===== src/design/gero3_pkg.sv =====
`timescale 1ns / 1ps
// Shared types and constants of the 3x3 grayscale erosion unit.
// Used by gero3_window and grayscale_erosion_3x3_unit; depends on nothing.
package gero3_pkg;

	// default sizing, handed to the top level parameters
	localparam int MAX_WIDTH_DEF  = 1024;
	localparam int MAX_HEIGHT_DEF = 1024;
	localparam int PIXEL_BITS_DEF = 8;

	// configuration port
	localparam int CFG_DATA_W = 11;
	localparam int CFG_IDX_W  = 2;
	localparam int PAD_W      = 8;

	localparam logic [CFG_IDX_W-1:0] REG_IMAGE_WIDTH  = 2'd0;
	localparam logic [CFG_IDX_W-1:0] REG_IMAGE_HEIGHT = 2'd1;
	localparam logic [CFG_IDX_W-1:0] REG_PAD_VALUE    = 2'd2;

	localparam int CFG_WIDTH_RESET  = 1024;
	localparam int CFG_HEIGHT_RESET = 1024;
	localparam logic [PAD_W-1:0] CFG_PAD_RESET = 8'd255;

	// result queue
	localparam int FIFO_DEPTH = 4;
	localparam int FIFO_PTR_W = $clog2(FIFO_DEPTH);
	localparam int FIFO_CNT_W = $clog2(FIFO_DEPTH + 2);

	// which sides of the 3x3 neighborhood fall outside the frame
	typedef struct packed {
		logic left;
		logic right;
		logic top;
		logic bottom;
	} edge_mask_t;

	typedef struct packed {
		logic       shift;
		edge_mask_t mask;
	} win_ctrl_t;

endpackage


===== src/design/gero3_window.sv =====
`timescale 1ns / 1ps
// 3x3 window of the erosion unit: holds the two newest columns and forms the
// masked minimum with the incoming column. Depends on gero3_pkg.
module gero3_window #(
	parameter int PIXEL_BITS = gero3_pkg::PIXEL_BITS_DEF
) (
	input  logic                           clk,
	input  logic                           arst_n,
	input  gero3_pkg::win_ctrl_t           ctrl,
	input  logic [2:0][PIXEL_BITS-1:0]     col_in,   // [0] top, [1] middle, [2] bottom
	input  logic [PIXEL_BITS-1:0]          pad,
	output logic [PIXEL_BITS-1:0]          min_px
);

	// win_q[0]: older column, win_q[1]: newest column
	logic [1:0][2:0][PIXEL_BITS-1:0] win_q;

	always_ff @(posedge clk or negedge arst_n) begin
		if (!arst_n) begin
			win_q <= '0;
		end else if (ctrl.shift) begin
			win_q[0] <= win_q[1];
			win_q[1] <= col_in;
		end
	end

	// minimum over the window as it stands after the shift
	always_comb begin
		logic [8:0][PIXEL_BITS-1:0] vals;
		logic [8:0]                 outside;
		logic [PIXEL_BITS-1:0]      x;
		logic [PIXEL_BITS-1:0]      m;
		for (int r = 0; r < 3; r++) begin
			vals[r]     = win_q[0][r];
			vals[3 + r] = win_q[1][r];
			vals[6 + r] = col_in[r];
			outside[r]     = ctrl.mask.left;
			outside[3 + r] = 1'b0;
			outside[6 + r] = ctrl.mask.right;
		end
		for (int c = 0; c < 3; c++) begin
			outside[3*c]     = outside[3*c] | ctrl.mask.top;
			outside[3*c + 2] = outside[3*c + 2] | ctrl.mask.bottom;
		end
		m = vals[4];
		for (int i = 0; i < 9; i++) begin
			x = outside[i] ? pad : vals[i];
			if (x < m) m = x;
		end
		min_px = m;
	end

endmodule

===== config.mk =====
export PLATFORM = sky130hd
export DESIGN_NAME = gero3_window
export DESIGN_NICKNAME = d
export VERILOG_FILES = /design/src/design/gero3_pkg.sv /design/src/design/gero3_window.sv
export SDC_FILE = /design/constraint.sdc
export NUM_CORES = 1
export LEC_CHECK = 0
export BUFFER_PORTS_ARGS = -buffer_cell sky130_fd_sc_hd__buf_2
export CORE_MARGIN = 2
export CORE_UTILIZATION = 45
export DETAILED_ROUTE_END_ITERATION = 10
export GPL_ROUTABILITY_DRIVEN = 1
export GPL_TIMING_DRIVEN = 0
export SYNTH_ARGS = -nofsm -noshare
export SYNTH_HDL_FRONTEND = slang
export SYNTH_SLANG_ARGS = --single-unit

===== constraint.sdc =====
create_clock -name clk -period 18.75 [get_ports clk]
set_clock_uncertainty 0.2 [all_clocks]
set_input_delay 0.9375 -clock clk [delete_from_list [all_inputs] [get_ports clk]]
set_output_delay 0.9375 -clock clk [all_outputs]
set_load 0.01 [all_outputs]

==> results.cfg, run 1 <==
[global_routing]
grt_use_total_pct = 24.8
grt_max_degree = 49
grt.overflow.total = 0
grt_pass1_vias = 4774
antenna_found_initial = 0
grt_pass1_wl_mm = 25.3

[logic_synthesis]
synth_xor_area_share_pct = 0
synth_area_per_cell_um2 = 9.25
synth_simple_gate_area_share_pct = 10.9
synth.area.mux_share_pct = 28.3
ys_seq_area_share_pct = 22.2
syn-cell-area_um2 = 5400
syn_inst = 584
async_flop_share_pct = 100
synth_edf_count = 0
synth_top_family_by_area = multiplexers
synth_fa_ha_area_share_pct = 12.0
synth_ff_type = dfrtp_1
ys_ff_latch = 48
syn_nets = 673
synth.distinct_cells = 73
yosys_warnings = 0
synth-compound-area-share_pct = 22.1

[routing]
antenna_left = 0
routedWlPerCell_um = 19.9
wl_mm = 15.8
dr.pass1.iters = 5
drc_errors = 0
drtIter0Drc = 191
viasPerCell = 6.01
num_vias = 4763

[finish]
n_antenna_cell = 0
regMostFlops = win_q
final_common_cell = mux2_2
syn_to_final_growth_pct = 16.1
num-nets-final = 734
drive_above_1_share_pct = 34.4
largest_register_ffs = 48
mostFrequentLayoutCells = mux2_2, ha_1, buf_2
reg.largest.list = win_q x48
n_fill_cell = 1133

[worst_setup_path]
cp_top_family = compound AO/OA/AOI/OAI gates
cpMaxStageDelayCell = or3_4
worst_setup_path_start_kind = primary input
cp-end-kind = output pin
max_stage_delay_ns = 0.46
critPathRequiredTime_ns = 17.61
critical_path_class = primary input to output pin
path_buf_inv = 12
critPathMaxFanout = 19
arrival_ns = 16.61

[power]
p_int_mw = 0.708
power.density_nw_per_um2 = 219
finalPower_mw = 1.37
p_leak_nw = 2.80
p_seq_share_pct = 9.2
netSwitchingFraction_pct = 48.4
p_switching_mw = 0.665
p_clk_share_pct = 8.7
ir_drop_mv = 0.255
power_frac_comb_pct = 82.0

[run_status]
outcome = finished, final reports clean

[die]
core_um2 = 11900
die_y_um = 114
design.portCount = 47
std_cell_rows = 40
die_w_um = 114
initial_utilization_pct = 45.5
die_area_um2 = 12900

[timing]
min_period_over_period_pct = 94.7
slew_violations = 0
setup_viol = 0
layout_setup_ws_ns = 1.00
worst_hold_slack_ns = 0.311
hold_viol = 0
max_freq_ghz = 0.0563
layout_min_cycle_time_ns = 17.75
max_slew_margin_pct = 21.7
tightestPinTransition_ns = 1.17

[clocking]
cts_tree = done
clock-sinks = 48
cts_root_buffer = clkbuf_16
path_clk_slew_ns = 0.07
numCtsBuffers = 5
cts_max_level = 2
hold_buffers = 0
clk_latency_ns = 0.29
clk_path_buf_depth = 2

[place]
dpl_worst_slack_ns = -1.93
port_buffers = 41
gp_congestion = 0.886
dpl.hpwl_mm = 12.6

[worst_hold_path]
holdCritPathClass = flip-flop to flip-flop

[run]
maxCapViolations = 0
-- power by group through the flow --
stage | Clock [mW] | Sequential, mW | Combinational [mW]
global route | 0.124 | 0.128 | 1.24
floorplan | 0 | 0.123 | 0.741
global placement | 0 | 0.128 | 0.933
finish | 0.120 | 0.127 | 1.13
detailed placement | 0 | 0.128 | 0.965
CTS | 0.121 | 0.127 | 1.01
-- area by class of cell --
cell class / instances / area [µm²] / area share, %
multi-input cells: 478 / 4100 / 65.3
clock inverters: 2 / 60.1 / 0.958
well taps: 147 / 184 / 2.93
inverters: 31 / 116 / 1.86
flip-flops and latches: 48 / 1200 / 19.2
plain buffers: 25 / 145 / 2.31
clock buffers: 5 / 125 / 2.00
repair buffers: 56 / 343 / 5.47
-- path summary, 6_finish.rpt --
path / startpoint / to / slack, ns / cells past startpoint
setup / recovery: ctrl[3] / min_px[2] / 1.00 / 79
hold / removal: win_q[15] / win_q[15] / 0.31 / 1
setup reg to reg: win_q[34] / win_q[34] / 17.38 / 3
hold reg to reg: win_q[15] / win_q[15] / 0.31 / 1
max in group asynchronous: arst_n / win_q[5] / 16.95 / 1
min in group asynchronous: arst_n / win_q[4] / 0.68 / 1
-- per-layer routing --
layer / wire length (µm) / share of wire, % / vias to the layer above / GRT usage (%)
met3: 438 / 2.8 / 23 / 2.66
met4: 394 / 2.5 / 0 / 7.48
li1: - / - / 2316 / -
met5: 0 / 0 / - / 0
met1: 7000 / 44 / 2328 / 31.6
met2: 7970 / 50 / 96 / 44.4
-- cells by family after synthesis --
| family | Yosys count |
|---|---|
| buffers and inverters | 58 |
| adder cells (fa/ha/maj) | 52 |
| AND/OR/NAND/NOR | 119 |
| flip-flops | 48 |
| AO/OA/AOI/OAI | 167 |
| multiplexers | 140 |
-- through the flow --
stage               instance area, µm²  TNS [ns]  util (%)  instances
finish                            6270         0      52.9        792
global route                      6270   -0.0741      52.9        792
CTS                               6040         0      50.9        783
detailed placement                5790    -15.17      48.8        772
global placement                  5790    -12.45      48.8        772
floorplan                         5400         0         -        584
-- cell usage after synthesis (2+ instances only) --
cell type	count	share of area (%)
maj3_1	2	0.37
nand4_1	6	0.70
ha_1	50	12
a311oi_1	2	0.32
o211ai_1	5	0.70
o21a_1	6	0.83
mux2_2	87	18
o2111ai_1	4	0.65
nand3_1	8	0.74
mux2_4	3	0.83
nor3_1	4	0.37
mux2i_1	48	8.9
or3_1	5	0.58
nand2_1	46	3.2
buf_2	6	0.56
dfrtp_1	48	22
nand2b_1	4	0.46
and2_1	2	0.23
o21ai_0	55	5.1
inv_1	31	2.2
nor2b_1	3	0.35
o22ai_1	3	0.35
a21o_1	17	2.4
a31oi_1	7	0.81
clkbuf_1	17	1.2
buf_6	2	0.42
nor2_1	24	1.7
and3_1	5	0.58
a31oi_4	2	0.79
a31o_2	7	1.1
a21oi_1	31	2.9
o31ai_1	2	0.28
a31o_1	2	0.32
-- what timing repair did --
action,in CTS,in global routing
pin swaps,1,11
setup endpoints to repair,8,8
buffers inserted,5,10
gates resized for setup,15,46
Power figures use the tool's default switching activity.
==> run 2, diff against run 1 <==
--- a/config.mk
+++ b/config.mk
@@ -5,10 +5,10 @@
 export SDC_FILE = /design/constraint.sdc
 export NUM_CORES = 1
 export LEC_CHECK = 0
-export BUFFER_PORTS_ARGS = -buffer_cell sky130_fd_sc_hd__buf_2
 export CORE_MARGIN = 2
 export CORE_UTILIZATION = 45
 export DETAILED_ROUTE_END_ITERATION = 10
+export DONT_BUFFER_PORTS = 1
 export GPL_ROUTABILITY_DRIVEN = 1
 export GPL_TIMING_DRIVEN = 0
 export SYNTH_ARGS = -nofsm -noshare
==> results.cfg, run 2 (same netlist as run 1, synthesis figures left out) <==
[die]
initial_utilization_pct = 45.5
die_y_um = 114
die_w_um = 114
design.portCount = 47
die_area_um2 = 12900
core_um2 = 11900
std_cell_rows = 40

[routing]
num_vias = 4650
drtIter0Drc = 273
dr.pass1.iters = 4
wl_mm = 15.8
antenna_left = 0
routedWlPerCell_um = 21.1
viasPerCell = 6.22
drc_errors = 0

[finish]
largest_register_ffs = 48
syn_to_final_growth_pct = 11.2
mostFrequentLayoutCells = mux2_2, ha_1, dfrtp_1
regMostFlops = win_q
reg.largest.list = win_q x48
n_antenna_cell = 0
num-nets-final = 688
final_common_cell = mux2_2
drive_above_1_share_pct = 29.2

[timing]
hold_viol = 0
setup_viol = 0
max_freq_ghz = 0.0563
max_slew_margin_pct = 27.9
min_period_over_period_pct = 94.8
rsz0062_at_grt = no
layout_setup_ws_ns = 0.978
layout_min_cycle_time_ns = 17.77
slew_violations = 0
tightestPinTransition_ns = 1.08

[place]
dpl.hpwl_mm = 12.5
port_buffers = 0
dpl_worst_slack_ns = -1.78
gp_congestion = 0.891

[worst_setup_path]
arrival_ns = 16.63
cpMaxStageDelayCell = mux2_2
max_stage_delay_ns = 0.40
critPathMaxFanout = 19
worst_setup_path_start_kind = primary input
setup.worst_path.start = ctrl[3]
critPathRequiredTime_ns = 17.61
critical_path_class = primary input to output pin
r2r_start = win_q[34]
cp-end-kind = output pin

[power]
finalPower_mw = 1.35
power.density_nw_per_um2 = 224
p_leak_nw = 2.60
ir_drop_mv = 0.265

[clocking]
hold_buffers = 0
clk_latency_ns = 0.30
path_clk_slew_ns = 0.08
clk_path_buf_depth = 2
cts_root_buffer = clkbuf_16
numCtsBuffers = 5
cts_tree = done
cts_max_level = 2
clock-sinks = 48

[run]
maxCapViolations = 0

[global_routing]
antenna_found_initial = 0
grt.overflow.total = 0
grt_use_total_pct = 24.9
grt_pass1_wl_mm = 25.2
grt_max_degree = 49
grt_pass1_vias = 4752

[run_status]
outcome = finished, final reports clean

[worst_hold_path]
holdCritPathClass = primary input to asynchronous set/reset pin
[run 2: per-stage QoR]
stage | std cells | util [%] | TNS, ns | hold WS (ns) | instance area [µm²]
2_1_floorplan | 584 | - | 0 | 0.272 | 5400
3_3_place_gp | 731 | 47.1 | -10.99 | 0.287 | 5580
3_5_place_dp | 731 | 47.1 | -13.85 | 0.297 | 5580
4_1_cts | 742 | 49.4 | 0 | 0.123 | 5850
5_1_grt | 747 | 50.6 | 0 | 0.108 | 6000
6_report | 747 | 50.6 | 0 | 0.122 | 6000
[run 2: power by group]
group / total (mW) / leakage (nW) / internal [mW] / switching, mW
Sequential: 0.127 / 0.570 / 0.116 / 0.0112
Combinational: 1.11 / 1.95 / 0.503 / 0.606
Clock: 0.111 / 0.0804 / 0.0636 / 0.0471
Total: 1.35 / 2.60 / 0.682 / 0.665
[run 2: per-layer routing]
| layer | vias up | wire length (µm) | track usage [%] |
|---|---|---|---|
| li1 | 2229 | - | - |
| met1 | 2301 | 6780 | 30.5 |
| met2 | 95 | 8020 | 44.4 |
| met3 | 25 | 573 | 3.88 |
| met4 | 0 | 391 | 8.54 |
| met5 | - | 0 | 0 |
[run 2: final cells by class]
class                      count  area [µm²]
sequential                    48        1200
tap                          147         184
clock buffer                   5         125
fill                        1100        5860
multi-input combinational    478        4090
clock inverter                 3        46.3
timing repair buffer          10         100
inverter                      31         116
buffer                        25         138
[run 2: worst paths after layout]
check	endpoint	slack, ns	cells past startpoint
max	min_px[5]	0.98	80
min	win_q[13]	0.12	0
max reg2reg	win_q[34]	17.34	3
min reg2reg	win_q[12]	0.32	1
max in group asynchronous	win_q[24]	18.14	0
min in group clk	win_q[12]	0.32	1
[run 2: worst max-delay path, delay by kind of cell]
| family | cells | cell delay [ns] |
|---|---|---|
| and+or+nand+nor | 14 | 1.73 |
| muxes | 4 | 1.25 |
| AOI/OAI and AO/OA | 41 | 7.96 |
| buffers and inverters | 12 | 2.00 |
| adders and majority gates | 9 | 2.67 |
[run 2: timing repair]
action | 4_1_cts | 5_1_grt
setup buffers | 4 | 6
pin swaps | 2 | 4
gates resized for setup | 20 | 36
hold endpoints to repair | 0 | 0
setup endpoints to repair | 8 | 8
==> run 3, diff against run 2 <==
--- a/config.mk
+++ b/config.mk
@@ -11,6 +11,7 @@
 export DONT_BUFFER_PORTS = 1
 export GPL_ROUTABILITY_DRIVEN = 1
 export GPL_TIMING_DRIVEN = 0
+export PLACE_DENSITY = 0.59
 export SYNTH_ARGS = -nofsm -noshare
 export SYNTH_HDL_FRONTEND = slang
 export SYNTH_SLANG_ARGS = --single-unit
==> results.cfg, run 3 (same netlist as run 1, synthesis figures left out) <==
[die]
die_y_um = 114
std_cell_rows = 40
initial_utilization_pct = 45.5
design.portCount = 47
die_w_um = 114
die_area_um2 = 12900
core_um2 = 11900

[clocking]
cts_tree = done
numCtsBuffers = 5
clock-sinks = 48
cts_root_buffer = clkbuf_16
cts_max_level = 2
path_clk_slew_ns = 0.07
hold_buffers = 0
clk_latency_ns = 0.30
clk_path_buf_depth = 2

[finish]
regMostFlops = win_q
n_antenna_cell = 0
drive_above_1_share_pct = 29.2
syn_to_final_growth_pct = 11.5
largest_register_ffs = 48
design_area_um2 = 6020
final_common_cell = mux2_2
reg.largest.list = win_q x48
mostFrequentLayoutCells = mux2_2, ha_1, dfrtp_1
num-nets-final = 687

[routing]
met2_length_mm = 7.87
drc_errors = 0
met3_length_um = 546
num_vias = 4624
met1_length_mm = 6.86
wl_mm = 15.6
dr.pass1.iters = 5
drtIter0Drc = 241
dr.max_layer_used = met4
routedWlPerCell_um = 20.9
antenna_left = 0
viasPerCell = 6.20

[worst_setup_path]
critPathRequiredTime_ns = 17.61
arrival_ns = 16.74
critPathMaxFanout = 19
path_common_cell = a21o_1
cpMaxStageDelayCell = or3_4
critical_path_class = primary input to output pin
max_stage_delay_ns = 0.47
cp-end-kind = output pin
worst_setup_path_start_kind = primary input

[place]
gp_congestion = 0.854
placed_area_um2 = 5580
dpl.hpwl_mm = 12.3
port_buffers = 0

[timing]
layout_min_cycle_time_ns = 17.88
setup_viol = 0
max_slew_margin_pct = 34.9
tightestPinTransition_ns = 0.974
hold_viol = 0
max_freq_ghz = 0.0559
min_period_over_period_pct = 95.4
worst_hold_slack_ns = 0.125
slew_violations = 0

[global_routing]
antenna_found_initial = 0
grt.overflow.total = 0
grt_max_degree = 49
grt_pass1_wl_mm = 24.5
grt_pass1_vias = 4530
grt_use_total_pct = 24.3

[run]
maxCapViolations = 0

[run_status]
outcome = finished, final reports clean

[worst_hold_path]
holdCritPathClass = primary input to asynchronous set/reset pin
## run 3: cell types whose count changed in the layout (fill, tap and decap cells not counted), sizes merged
cell	previous run	this run
clkbuf	19	15
buf	21	24
clkinvlp	1	0
bufinv	1	2
## run 3: stage by stage
stage	setup slack (ns)	util, %	instances	setup TNS [ns]
2_1_floorplan	1.32	-	584	0
3_3_place_gp	-1.52	47.1	731	-11.94
3_5_place_dp	-1.80	47.1	731	-14.12
4_1_cts	0.00879	49.3	742	0
5_1_grt	-0.0514	50.8	746	-0.151
6_report	0.869	50.8	746	0
## run 3: timing repair
item	4_1_cts	5_1_grt
resized for setup	19	41
endpoints found under the hold margin	0	0
setup buffers	4	5
pin swaps	2	5
endpoints found under the setup margin	8	8
## run 3: worst max-delay path: cells and delay by family
kind,cells,cell delay [ns]
mux,4,1.30
simple gates,16,2.57
buf+inv,10,1.70
fa+ha+maj,9,2.66
compound gates,39,7.53
## run 3: final cells by class
class                           instances  area [µm²]
Buffer                                 25         135
Clock buffer                            5         125
Clock inverter                          3        68.8
Fill cell                            1113        5840
Inverter                               31         116
Multi-Input combinational cell        478        4110
Sequential cell                        48        1200
Tap cell                              147         184
Timing Repair Buffer                    9        80.1
## run 3: metal layers
layer	GRT usage, %	vias to the layer above
met5	0	-
li1	-	2229
met4	6.50	0
met2	43.7	98
met3	2.92	20
met1	31.0	2277
## run 3: path summary, 6_finish.rpt
path                            startpoint         to  slack [ns]  cells after the start
worst min-delay path                arst_n   win_q[4]        0.13                      0
worst max-delay path               ctrl[3]  min_px[7]        0.87                     78
worst min register to register    win_q[9]   win_q[9]        0.31                      1
worst max register to register   win_q[34]  win_q[34]       17.35                      3
min in group clk                  win_q[9]   win_q[9]        0.31                      1
max in group asynchronous           arst_n   win_q[1]       18.12                      0
Power of run 3 is left out: the tool's default activity adds up to more than one toggle a clock period on the data nets, which glitch-free logic cannot reach.
